[src/rtl/itoa_pkg.sv]
`timescale 1ns / 1ps

package itoa_pkg;

  localparam int unsigned RADIX_BITS    = 6;
  localparam int unsigned CHAR_BITS     = 8;
  localparam int unsigned DIV_STEP_BITS = 8;

  localparam logic [RADIX_BITS-1:0] RADIX_MIN = 6'd2;
  localparam logic [RADIX_BITS-1:0] RADIX_MAX = 6'd36;
  localparam logic [RADIX_BITS-1:0] RADIX_DEC = 6'd10;
  localparam logic [RADIX_BITS-1:0] DIGIT_MAX = 6'd9;

  localparam logic [CHAR_BITS-1:0] ASCII_ZERO  = 8'h30;
  localparam logic [CHAR_BITS-1:0] ASCII_LC_A  = 8'h61;
  localparam logic [CHAR_BITS-1:0] ASCII_MINUS = 8'h2d;

  typedef logic [RADIX_BITS-1:0] radix_t;
  typedef logic [CHAR_BITS-1:0]  char_t;

  typedef enum logic [2:0] {
    ST_IDLE,
    ST_DIV,
    ST_SIGN,
    ST_RD,
    ST_OUT
  } itoa_state_t;

  function automatic char_t digit_char(input radix_t d);
    char_t ch;
    if (d > DIGIT_MAX) begin
      ch = ASCII_LC_A + CHAR_BITS'(d) - CHAR_BITS'(RADIX_DEC);
    end else begin
      ch = ASCII_ZERO + CHAR_BITS'(d);
    end
    return ch;
  endfunction

endpackage

[src/rtl/itoa_if.sv]
`timescale 1ns / 1ps

interface itoa_in_if #(
  parameter int VALUE_BITS = 32
);
  logic                  valid;
  logic                  ready;
  logic [VALUE_BITS-1:0] value;
  logic [5:0]            base;

  modport source (output valid, output value, output base, input ready);
  modport sink   (input valid, input value, input base, output ready);
endinterface

interface itoa_out_if;
  logic       valid;
  logic       ready;
  logic [7:0] character;
  logic       last_char;
  logic       was_nonzero;

  modport source (output valid, output character, output last_char, output was_nonzero,
                  input ready);
  modport sink   (input valid, input character, input last_char, input was_nonzero,
                  output ready);
endinterface

[src/rtl/integer_to_ascii_radix_unit.sv]
`timescale 1ns / 1ps

// Integer to ASCII text in radix 2 to 36.
// in_if carries a VALUE_BITS-bit two's complement value and a 6-bit radix;
// a radix below 2 or above 36 is clamped into that range. out_if carries one
// character per transaction, most significant digit first, with last_char on
// the final one and was_nonzero clear only for a zero value. A '-' leads only
// negative values in radix 10; other radices read the bits as unsigned.
// When the text is longer than MAX_DIGITS, only its last MAX_DIGITS
// characters are sent.
// in_if.ready is high only while the unit is idle: one value is converted at
// a time. A shared 8-bit-per-cycle long divider produces each digit in one
// pass over the ceil(VALUE_BITS/8) bytes of the magnitude, least significant
// digit first, into a digit store. Each character is then read through the
// registered digit store read port before it is sent; a sign, if any, is
// sent first. A zero value skips the divider. A stalled receiver holds the
// current character and the unit waits. Reset (synchronous, rst_n low)
// returns the unit to idle and drops any conversion in progress.
module integer_to_ascii_radix_unit
  import itoa_pkg::*;
#(
  parameter int VALUE_BITS = 32,
  parameter int MAX_DIGITS = 32
) (
  input  logic        clk,
  input  logic        rst_n,
  itoa_in_if.sink     in_if,
  itoa_out_if.source  out_if
);

  localparam int NCH     = (VALUE_BITS + DIV_STEP_BITS - 1) / DIV_STEP_BITS;
  localparam int PADW    = NCH * DIV_STEP_BITS;
  localparam int CHW     = (NCH > 1) ? $clog2(NCH) : 1;
  localparam int CNT_MAX = (VALUE_BITS > MAX_DIGITS) ? VALUE_BITS : MAX_DIGITS;
  localparam int CNTW    = $clog2(CNT_MAX + 1);
  localparam int IDXW    = $clog2(MAX_DIGITS);

  localparam logic [CNTW-1:0] MAXD      = CNTW'(MAX_DIGITS);
  localparam logic [CHW-1:0]  LAST_CHNK = CHW'(NCH - 1);

  itoa_state_t state_r, state_nxt;

  logic [PADW-1:0]       mag_r, mag_nxt;
  radix_t                rem_r, rem_nxt;
  radix_t                radix_r, radix_nxt;
  logic [CHW-1:0]        chunk_r, chunk_nxt;
  logic [CNTW-1:0]       cnt_r, cnt_nxt;
  logic [IDXW-1:0]       pos_r, pos_nxt;
  logic                  sign_r, sign_nxt;
  logic                  nz_r, nz_nxt;

  radix_t                store [MAX_DIGITS];
  radix_t                rd_data_r;
  logic                  wr_en;
  logic [IDXW-1:0]       wr_addr;
  radix_t                wr_data;

  logic [VALUE_BITS-1:0] in_val;
  radix_t                in_radix;
  logic                  in_neg;
  logic [DIV_STEP_BITS-1:0] chunk_bits;
  logic [DIV_STEP_BITS-1:0] q_bits;
  radix_t                div_rem;
  logic [PADW-1:0]       div_mag;
  logic [CNTW-1:0]       cnt_inc;
  logic [CNTW-1:0]       start_pos;

  assign in_val = in_if.value;

  always_comb begin
    if (in_if.base < RADIX_MIN) begin
      in_radix = RADIX_MIN;
    end else if (in_if.base > RADIX_MAX) begin
      in_radix = RADIX_MAX;
    end else begin
      in_radix = in_if.base;
    end
  end

  assign in_neg = (in_radix == RADIX_DEC) && in_val[VALUE_BITS-1];

  // Restoring division of one byte of the dividend by the radix.
  always_comb begin
    logic [RADIX_BITS:0] t;
    radix_t              r;
    r = rem_r;
    chunk_bits = mag_r[PADW-1 -: DIV_STEP_BITS];
    for (int i = DIV_STEP_BITS - 1; i >= 0; i--) begin
      t = {r, chunk_bits[i]};
      if (t >= {1'b0, radix_r}) begin
        q_bits[i] = 1'b1;
        r         = RADIX_BITS'(t - {1'b0, radix_r});
      end else begin
        q_bits[i] = 1'b0;
        r         = t[RADIX_BITS-1:0];
      end
    end
    div_rem = r;
    div_mag = (mag_r << DIV_STEP_BITS) | PADW'(q_bits);
  end

  assign cnt_inc   = cnt_r + CNTW'(1);
  assign start_pos = (cnt_inc < MAXD) ? cnt_r : (MAXD - CNTW'(1));

  always_comb begin
    state_nxt = state_r;
    mag_nxt   = mag_r;
    rem_nxt   = rem_r;
    radix_nxt = radix_r;
    chunk_nxt = chunk_r;
    cnt_nxt   = cnt_r;
    pos_nxt   = pos_r;
    sign_nxt  = sign_r;
    nz_nxt    = nz_r;
    wr_en     = 1'b0;
    wr_addr   = cnt_r[IDXW-1:0];
    wr_data   = div_rem;

    case (state_r)
      ST_IDLE: begin
        if (in_if.valid) begin
          radix_nxt = in_radix;
          rem_nxt   = '0;
          chunk_nxt = '0;
          if (in_val == '0) begin
            wr_en     = 1'b1;
            wr_addr   = '0;
            wr_data   = '0;
            cnt_nxt   = CNTW'(1);
            sign_nxt  = 1'b0;
            nz_nxt    = 1'b0;
            pos_nxt   = '0;
            state_nxt = ST_RD;
          end else begin
            mag_nxt   = in_neg ? PADW'(VALUE_BITS'(-in_val)) : PADW'(in_val);
            cnt_nxt   = '0;
            sign_nxt  = in_neg;
            nz_nxt    = 1'b1;
            state_nxt = ST_DIV;
          end
        end
      end
      ST_DIV: begin
        mag_nxt   = div_mag;
        rem_nxt   = div_rem;
        chunk_nxt = chunk_r + CHW'(1);
        if (chunk_r == LAST_CHNK) begin
          wr_en     = (cnt_r < MAXD);
          cnt_nxt   = cnt_inc;
          rem_nxt   = '0;
          chunk_nxt = '0;
          if (div_mag == '0) begin
            pos_nxt   = start_pos[IDXW-1:0];
            state_nxt = (sign_r && (cnt_inc < MAXD)) ? ST_SIGN : ST_RD;
          end
        end
      end
      ST_SIGN: begin
        if (out_if.ready) begin
          state_nxt = ST_RD;
        end
      end
      ST_RD: begin
        state_nxt = ST_OUT;
      end
      ST_OUT: begin
        if (out_if.ready) begin
          if (pos_r == '0) begin
            state_nxt = ST_IDLE;
          end else begin
            pos_nxt   = pos_r - IDXW'(1);
            state_nxt = ST_RD;
          end
        end
      end
      default: begin
        state_nxt = ST_IDLE;
      end
    endcase
  end

  always_ff @(posedge clk) begin
    if (!rst_n) begin
      state_r <= ST_IDLE;
      cnt_r   <= '0;
      sign_r  <= 1'b0;
      chunk_r <= '0;
    end else begin
      state_r <= state_nxt;
      cnt_r   <= cnt_nxt;
      sign_r  <= sign_nxt;
      chunk_r <= chunk_nxt;
    end
  end

  always_ff @(posedge clk) begin
    mag_r   <= mag_nxt;
    rem_r   <= rem_nxt;
    radix_r <= radix_nxt;
    pos_r   <= pos_nxt;
    nz_r    <= nz_nxt;
  end

  always_ff @(posedge clk) begin
    if (wr_en) begin
      store[wr_addr] <= wr_data;
    end
    rd_data_r <= store[pos_r];
  end

  assign in_if.ready        = (state_r == ST_IDLE);
  assign out_if.valid       = (state_r == ST_OUT) || (state_r == ST_SIGN);
  assign out_if.character   = (state_r == ST_SIGN) ? ASCII_MINUS : digit_char(rd_data_r);
  assign out_if.last_char   = (state_r == ST_OUT) && (pos_r == '0);
  assign out_if.was_nonzero = nz_r;

  a_no_overlap: assert property (@(posedge clk) disable iff (!rst_n)
    !(in_if.ready && out_if.valid))
    else $error("input taken while a character is pending");

  a_busy_after_accept: assert property (@(posedge clk) disable iff (!rst_n)
    (in_if.valid && in_if.ready) |=> !in_if.ready)
    else $error("unit ready right after accepting a value");

  a_last_to_idle: assert property (@(posedge clk) disable iff (!rst_n)
    (out_if.valid && out_if.ready && out_if.last_char) |=> in_if.ready)
    else $error("unit not idle after the final character");

  a_radix_range: assert property (@(posedge clk) disable iff (!rst_n)
    (state_r == ST_DIV) |-> ((radix_r >= RADIX_MIN) && (radix_r <= RADIX_MAX)))
    else $error("divider running with radix out of range");

endmodule

[src/flat_wrapper.sv]
// flat-port wrapper written by rule: the top's interface ports become plain ports
module integer_to_ascii_radix_unit_flat import itoa_pkg::*;
#(
  parameter int VALUE_BITS = 32,
  parameter int MAX_DIGITS = 32
)
  (clk, rst_n, in_if_valid, in_if_value, in_if_base, in_if_ready, out_if_valid, out_if_character, out_if_last_char, out_if_was_nonzero, out_if_ready);
  itoa_in_if #(.VALUE_BITS(VALUE_BITS)) in_if_i ();
  itoa_out_if out_if_i ();
  input  logic clk;
  input  logic rst_n;
  input wire logic [$bits(in_if_i.valid)-1:0] in_if_valid;
  input wire logic [$bits(in_if_i.value)-1:0] in_if_value;
  input wire logic [$bits(in_if_i.base)-1:0] in_if_base;
  output wire logic [$bits(in_if_i.ready)-1:0] in_if_ready;
  output wire logic [$bits(out_if_i.valid)-1:0] out_if_valid;
  output wire logic [$bits(out_if_i.character)-1:0] out_if_character;
  output wire logic [$bits(out_if_i.last_char)-1:0] out_if_last_char;
  output wire logic [$bits(out_if_i.was_nonzero)-1:0] out_if_was_nonzero;
  input wire logic [$bits(out_if_i.ready)-1:0] out_if_ready;
  assign in_if_i.valid = in_if_valid;
  assign in_if_i.value = in_if_value;
  assign in_if_i.base = in_if_base;
  assign in_if_ready = in_if_i.ready;
  assign out_if_valid = out_if_i.valid;
  assign out_if_character = out_if_i.character;
  assign out_if_last_char = out_if_i.last_char;
  assign out_if_was_nonzero = out_if_i.was_nonzero;
  assign out_if_i.ready = out_if_ready;
  integer_to_ascii_radix_unit #(.VALUE_BITS(VALUE_BITS), .MAX_DIGITS(MAX_DIGITS)) u_core (.clk(clk), .rst_n(rst_n), .in_if(in_if_i), .out_if(out_if_i));
endmodule
[config.mk]
export PLATFORM = sky130hd
export DESIGN_NAME = integer_to_ascii_radix_unit_flat
export DESIGN_NICKNAME = d
export VERILOG_FILES = /design/src/rtl/itoa_pkg.sv /design/src/rtl/itoa_if.sv /design/src/rtl/integer_to_ascii_radix_unit.sv /design/src/flat_wrapper.sv
export SDC_FILE = /design/constraint.sdc
export NUM_CORES = 1
export LEC_CHECK = 0
export BUFFER_PORTS_ARGS = -buffer_cell sky130_fd_sc_hd__buf_4
export CORE_ASPECT_RATIO = 1.5
export CORE_MARGIN = 10
export CORE_UTILIZATION = 60
export CTS_CLUSTER_DIAMETER = 60
export CTS_CLUSTER_SIZE = 16
export DETAILED_ROUTE_END_ITERATION = 16
export PLACE_DENSITY = 0.79
export SLEW_MARGIN = 20
export SYNTH_ARGS = -nofsm -noshare
export SYNTH_HDL_FRONTEND = slang
export SYNTH_SLANG_ARGS = --single-unit
[constraint.sdc]
create_clock -name clk -period 19.5 [get_ports clk]
set_clock_uncertainty 0.1 [all_clocks]
set_input_delay 2.925 -clock clk [delete_from_list [all_inputs] [get_ports clk]]
set_output_delay 2.925 -clock clk [all_outputs]
set_load 0.05 [all_outputs]
# Word level (Yosys, flattened, before mapping)
# Memories as Yosys holds them, arrays and structs flattened. A register that Yosys moved wholly into a read port is not among the register bits.
# Cells that the tools add are included.
[word_totals]
ff_bits = 62
mem_bits_rw = 192
input_bits = 42
output_inout_bits = 12
word_cells = 134
n_memories = 1
[op_classes]
n_addsub = 15
magnitude_cmp = 13
eq_ne = 14
muxes = 65
n_bitwise = 1
reduce_logical = 16
[memory_table]
columns = ["name", "depth", "width", "read_ports", "rd_ports_with_merged_regs", "wr", "line", "text"]
rows = [
  ["u_core.store", 32, 6, 1, 1, 1, "integer_to_ascii_radix_unit.sv:52", "radix_t store [MAX_DIGITS];"],
]
[ops]
columns = ["cell", "n"]
rows = [
  ["6-bit 2-to-1 mux", 17],
  ["32-bit 2-to-1 mux", 3],
  ["32-bit logical NOT", 2],
  ["32-bit case mux with 2 select lines", 1],
  ["7-bit by 6-bit >= comparator with 1-bit output", 8],
  ["5-bit 2-to-1 mux", 10],
  ["6-bit subtractor", 8],
  ["32-bit negation", 1],
  ["32-bit by 8-bit bitwise OR with 32-bit output", 1],
  ["6-bit case mux with 2 select lines", 2],
  ["1-bit 2-to-1 mux", 17],
  ["8-bit 2-to-1 mux", 2],
  ["3-bit 2-to-1 mux", 5],
  ["3-bit case mux with 5 select lines", 1],
  ["5-bit case mux with 3 select lines", 1],
  ["6-bit less-than comparator (second input constant)", 2],
  ["2-bit inequality test (second input constant)", 5],
  ["7-bit by 6-bit adder with 8-bit output (first input constant)", 1],
  ["2-bit 2-to-1 mux", 4],
  ["8-bit by 4-bit subtractor with 8-bit output (second input constant)", 1],
  ["6-bit by 6-bit adder with 7-bit output (first input constant)", 1],
  ["7-bit AND reduction", 1],
  ["6-bit by 1-bit adder with 6-bit output (second input constant)", 1],
  ["3-bit by 2-bit == test with 1-bit output (second input constant)", 2],
  ["other kinds (21)", 27],
]

# Logic depth before layout (Yosys ltp)
[depth]
depth_word = 21
ltp_mapped = 77
mapped_depth_nobuf = 75

# Worst setup path after synthesis
# No wires, ideal clock.
[synth_timing]
path_kind = "reg2reg"
start = "register u_core.radix_r[1]"
end = "memory u_core.store[0][2] (netlist name), data pin"
t_arrival_ps = 16711
setup_slack_ps = 2245
path_stages_with_launch = 71
period_less_slack_ps = 17255
path_cell_list = "edfxtp_1 inv_1 ha_1 or2_1 a21oi_1 o21a_1 buf_6 mux2i_1 ha_1 nor2b_1 o21a_1 o31ai_1 o2111a_2 nand2_1 o21ai_0 inv_1 ha_1 nor2b_1 (+35 left out) o21ai_0 nand2b_1 a31o_2 a21o_1 a21o_1 a221o_1 o21ai_0 and2_1 ha_1 a21oi_1 o21bai_1 a21o_1 a21o_1 o21bai_1 a21o_1 a21oi_1 a21oi_1 nor3_1"
[synth_via]
elab_chain_len = 19
word_cells_on_any_way = 27
cone_classes = "add/sub: 8; order compare: 8; mux: 11"
[synth_rtl]
columns = ["element", "line", "text"]
rows = [
  ["from (decl)", "integer_to_ascii_radix_unit.sv:45", "radix_t radix_r, radix_nxt;"],
  ["from (signal assigned)", "integer_to_ascii_radix_unit.sv:199", "radix_r <= radix_nxt;"],
  ["6-bit subtractor / 7-bit by 6-bit >= comparator with 1-bit output (equally long branches)", "integer_to_ascii_radix_unit.sv:92, integer_to_ascii_radix_unit.sv:90", ""],
  ["6-bit 2-to-1 mux", "integer_to_ascii_radix_unit.sv:90", "if (t >= {1'b0, radix_r}) begin"],
  ["6-bit subtractor / 7-bit by 6-bit >= comparator with 1-bit output (equally long branches)", "integer_to_ascii_radix_unit.sv:92, integer_to_ascii_radix_unit.sv:90", ""],
  ["6-bit 2-to-1 mux", "integer_to_ascii_radix_unit.sv:90", ""],
  ["6-bit subtractor / 7-bit by 6-bit >= comparator with 1-bit output (equally long branches)", "integer_to_ascii_radix_unit.sv:92, integer_to_ascii_radix_unit.sv:90", ""],
  ["6-bit 2-to-1 mux", "integer_to_ascii_radix_unit.sv:90", ""],
  ["6-bit subtractor / 7-bit by 6-bit >= comparator with 1-bit output (equally long branches)", "integer_to_ascii_radix_unit.sv:92, integer_to_ascii_radix_unit.sv:90", ""],
  ["6-bit 2-to-1 mux", "integer_to_ascii_radix_unit.sv:90", ""],
  ["(+4 left out)", "--", ""],
  ["6-bit subtractor / 7-bit by 6-bit >= comparator with 1-bit output (equally long branches)", "integer_to_ascii_radix_unit.sv:92, integer_to_ascii_radix_unit.sv:90", ""],
  ["6-bit 2-to-1 mux", "integer_to_ascii_radix_unit.sv:90", ""],
  ["6-bit subtractor / 7-bit by 6-bit >= comparator with 1-bit output (equally long branches)", "integer_to_ascii_radix_unit.sv:92, integer_to_ascii_radix_unit.sv:90", ""],
  ["6-bit 2-to-1 mux *", "integer_to_ascii_radix_unit.sv:90", ""],
  ["6-bit 2-to-1 mux", "integer_to_ascii_radix_unit.sv:125", "if (in_val == '0) begin"],
  ["6-bit 2-to-1 mux", "integer_to_ascii_radix_unit.sv:121", "if (in_if.valid) begin"],
  ["6-bit 2-to-1 mux *", "integer_to_ascii_radix_unit.sv:119", "case (state_r)"],
  ["named net u_core.wr_data[2]", "integer_to_ascii_radix_unit.sv:56", "radix_t wr_data;"],
  ["to (decl)", "integer_to_ascii_radix_unit.sv:52", ""],
]
# The timed path passes the listed nets; every way through them passes the cells marked *.

# Worst setup path in the final report
[layout_timing]
start = "register u_core.radix_r[5]"
end = "register u_core.pos_r[3], enable pin"
[layout_via]
elab_chain_len = 20
word_cells_on_any_way = 34
cone_classes = "add/sub: 7; order compare: 8; eq/ne: 1; mux: 15; bitwise: 1; reduce/logical: 2"
[layout_rtl]
columns = ["element", "line", "text"]
rows = [
  ["6-bit subtractor / 7-bit by 6-bit >= comparator with 1-bit output (equally long branches)", "integer_to_ascii_radix_unit.sv:92, integer_to_ascii_radix_unit.sv:90", ""],
  ["6-bit 2-to-1 mux", "integer_to_ascii_radix_unit.sv:90", ""],
  ["7-bit by 6-bit >= comparator with 1-bit output / 6-bit subtractor (equally long branches)", "integer_to_ascii_radix_unit.sv:90, integer_to_ascii_radix_unit.sv:92", ""],
  ["6-bit 2-to-1 mux", "integer_to_ascii_radix_unit.sv:90", ""],
  ["6-bit subtractor / 7-bit by 6-bit >= comparator with 1-bit output (equally long branches)", "integer_to_ascii_radix_unit.sv:92, integer_to_ascii_radix_unit.sv:90", ""],
  ["6-bit 2-to-1 mux", "integer_to_ascii_radix_unit.sv:90", ""],
  ["6-bit subtractor / 7-bit by 6-bit >= comparator with 1-bit output (equally long branches)", "integer_to_ascii_radix_unit.sv:92, integer_to_ascii_radix_unit.sv:90", ""],
  ["6-bit 2-to-1 mux", "integer_to_ascii_radix_unit.sv:90", ""],
  ["(+4 left out)", "--", ""],
  ["6-bit subtractor / 7-bit by 6-bit >= comparator with 1-bit output (equally long branches)", "integer_to_ascii_radix_unit.sv:92, integer_to_ascii_radix_unit.sv:90", ""],
  ["6-bit 2-to-1 mux", "integer_to_ascii_radix_unit.sv:90", ""],
  ["7-bit by 6-bit >= comparator with 1-bit output", "integer_to_ascii_radix_unit.sv:90", ""],
  ["1-bit 2-to-1 mux", "integer_to_ascii_radix_unit.sv:90", ""],
  ["32-bit by 8-bit bitwise OR with 32-bit output *", "integer_to_ascii_radix_unit.sv:99", "div_mag = (mag_r << DIV_STEP_BITS) | PADW'(q_bits);"],
  ["32-bit logical NOT *", "integer_to_ascii_radix_unit.sv:152", "if (div_mag == '0) begin"],
  ["2-bit by 1-bit inequality test with 1-bit output (no line) *", "--", ""],
  ["7-bit AND reduction (no line) *", "--", ""],
  ["to (signal assigned)", "integer_to_ascii_radix_unit.sv:200", "pos_r <= pos_nxt;"],
  ["to (decl)", "integer_to_ascii_radix_unit.sv:48", "logic [IDXW-1:0] pos_r, pos_nxt;"],
]
# Mark *: on every way between the ends. The rest lies on a longest branch, timed or not.
# A chain may end at the register's enable or synchronous reset.

==> impl_metrics.csv <==
group,metric,value,unit
status,status,"finished clean",
synthesis,synth_top_family_by_area,"compound AO/OA/AOI/OAI gates",
critical_path,critical_path_required,19.57,ns
critical_path,crit_top_cell,"o21ai_0",
global_route,antenna_found_initial,0,
placement,gp_congestion,0.9640,
critical_path,start_kind,"flip-flop",
clock_tree,clock_path_buffers,3,
placement,dp_cells,1575,
cells_and_area,drive_gt1_share,13.13,%
min_path,hold_class,"flip-flop to flip-flop",
synthesis,yosys.area_share.simple,11.41,%
synthesis,synth_xor_area_share,3.732,%
route,drt_iter0_markers,841,
job,max-cap-violations,0,
cells_and_area,syn_to_final_growth,10.03,%
synthesis,ys_ff_latch,260,
route,via_count,10120,
synthesis,synth_compound_gate_area_share,13.83,%
clock_tree,hold_buffers,0,
clock_tree,cts_tree,"built",
synthesis,synth.most_common_cell,"edfxtp_1",
floorplanning,fp.dieW,146.1,microns
clock_tree,root_buffer,"clkbuf_16",
critical_path,cp.arrival,18.09,ns
synthesis,ys_top_cells_by_area,"edfxtp_1 51%, ha_1 5.0%, mux2i_1 4.1%",
synthesis,synthMuxAreaShare,8.784,%
synthesis,synth.cell_area,14310,sq um
route,totalWireLength,34730,microns
clock_tree,clkLatencyLatePin,0.53,ns
sta,max_freq,55.48,MHz
global_route,grt_pass1_wl,54350,microns
clock_tree,cts.sinks,260,
synthesis,synthArstFlopShare,0,%
cells_and_area,antenna_cells,0,
critical_path,worstPathMaxFanout,10,
critical_path,critPathCapture,"u_core.pos_r[3]",
synthesis,syn-num-nets,1340,
global_route,grt-ovfl-total,0,
critical_path,cpPeakStageDelay,0.54,ns
global_route,grt_use_total,22.23,%
floorplanning,die_area,30560,sq um
synthesis,synth_top_area_share,50.76,%
synthesis,synth_area_per_cell,11.61,sq um
critical_path,cpMaxStageDelayCell,"or3b_2",
synthesis,syn_inst,1233,
critical_path,reg2reg_slack,1.48,ns
critical_path,r2r-end,"u_core.pos_r[3]",
sta,worst_pin_slew,0.9126,ns
sta,drv_slew,0,
global_route,gr-usage-met3,3.093,%
global_route,grt_max_degree,72,
cells_and_area,fin_cells,1614,
route,wire_per_inst,21.52,microns
sta,fin_crit_sh,92.43,%
placement,portBuffers,53,
sta,hold_viol_final,0,
floorplanning,core,23570,sq um
synthesis,yosysWarnings,0,
cells_and_area,fin_nets,1393,
floorplanning,die_h,209.2,microns
global_route,grt_busiest_layer,"met2",
sta,period_needed,18.02,ns
critical_path,end_kind,"flip-flop",
placement,dpl.hpwl,25600,microns
sta,finalSetupTns,0,ns
floorplanning,ios,54,
sta,rsz0062_at_grt,"false",
sta,setup_viol,0,
critical_path,crit_family,"compound AO/OA/AOI/OAI gates",
global_route,grt_pass1_vias,10300,
clock_tree,clkTransAtPathRegs,0.07,ns
route,remaining_drc_errors,0,
synthesis,synthTopCellsByCount,"242 x edfxtp_1, 116 x nor2_1, 94 x nand2_1, 91 x o21ai_0, 61 x a21oi_1",
critical_path,critPathKind,"flip-flop to flip-flop",
floorplanning,rows,69,
critical_path,worstSetupStartpoint,"u_core.radix_r[5]",
global_route,met2_usage,42.03,%
synthesis,ys.flop_type,"edfxtp_1",
synthesis,synth_fa_ha_area_share,6.101,%
synthesis,synth_seq_area_share,53.28,%
critical_path,rr_worst_depth,69,
clock_tree,cts_buffers,20,
route,vias_per_cell,6.268,
critical_path,cp.buffers_inverters,3,
floorplanning,initial_core_util,60.74,%
route,drt_pass1_iterations,4,
global_route,met1_usage,22.59,%
route,drtAntennaViolNets,0,
synthesis,yosysUniqueCellTypes,80,
synthesis,synth_edf_count,242,
critical_path,cp.depth,69,
synthesis,synth_top_cell_by_area,"edfxtp_1",
clock_tree,h-tree-depth,1,
sta,max_slew_margin,38.93,%
critical_path,reg2reg_from,"u_core.radix_r[5]",
[flip-flops by register name (all words and copies together) (netlist names)]
register and flops:
u_core.rd_data_r 6, u_core.mag_r 32, u_core.pos_r 5, u_core.radix_r 6, u_core.store 192, u_core.state_r 3, u_core.sign_r 1, u_core.cnt_r 6
u_core.rem_r 6, u_core.chunk_r 2, u_core.out_if.was_nonzero 1
[timing repair]
| action | 4_1_cts | 5_1_grt |
|---|---|---|
| setup buffers | 0 | 8 |
| resized for setup | 0 | 6 |
| setup endpoints to repair | 0 | 206 |
[stage by stage]
step	cell area (sq um)	util [%]	setup slack [ns]	hold WS [ns]
after floorplan	14320	-	2.245	0.3582
after global placement	15090	64.02	1.442	0.3659
after detailed placement	15090	64.02	0.6693	0.3842
after CTS	15660	66.43	0.6314	0.3947
after global routing	15750	66.83	0.04979	0.4218
final	15750	66.83	1.477	0.3914
[tightest hold or removal path: cells and delay by family, from the launching register on]
kind / cells / cell delay (ns)
flops: 1 / 0.32
simple gates: 1 / 0.06
compound gates: 1 / 0.07
[cell type report]
class	count	area, sq um
inverters	60	225.2
clock buffers	29	534.3
well taps	319	399.1
multi-input cells	866	6347
fillers	1720	7818
clock inverters	2	32.53
repair buffers	78	585.6
flip-flops and latches	260	7627
[per-layer routing]
layer | part of all wire [%] | vias to the layer above
met2 | 55 | 322
met1 | 35 | 4933
met3 | 4.3 | 119
li1 | - | 4743
met4 | 6.0 | 0
met5 | 0 | -
[how the worst min path moves through the flow]
stage	cells past startpoint	endpoint	slack [ns]	start
finish	2	u_core.chunk_r[1]	0.39	u_core.chunk_r[1]
global route	2	u_core.chunk_r[1]	0.42	u_core.chunk_r[1]
CTS	2	u_core.chunk_r[1]	0.39	u_core.chunk_r[1]
detailed placement	2	u_core.chunk_r[1]	0.38	u_core.chunk_r[1]
global placement	2	u_core.chunk_r[1]	0.37	u_core.chunk_r[1]
floorplan	2	u_core.chunk_r[1]	0.36	u_core.chunk_r[1]
[cells in the final DEF, fill, tap and decap left out, types with 12 or more instances in the layout]
cell type / n
a21o_1: 13
a21oi_1: 56
and3_1: 12
buf_4: 78
clkbuf_16: 20
dfxtp_1: 18
edfxtp_1: 242
ha_1: 57
inv_1: 60
mux2i_1: 59
mux4_2: 24
nand2_1: 94
nand2b_1: 12
nand3_1: 22
nor2_1: 115
nor2b_1: 15
nor3_1: 17
o21a_1: 12
o21ai_0: 90
o221ai_1: 12
o22ai_1: 16
o31ai_1: 13
xnor2_1: 36
xor2_1: 25
[cell families after synthesis]
logic type | Yosys count
AND/OR/NAND/NOR | 347
AO/OA/AOI/OAI | 299
flip-flops | 260
buffers and inverters | 107
multiplexers | 94
adder cells (fa/ha/maj) | 65
XOR/XNOR | 61
Power is not shown: default switching activity piles up to over one toggle a cycle in this logic, so the estimate is an artifact.
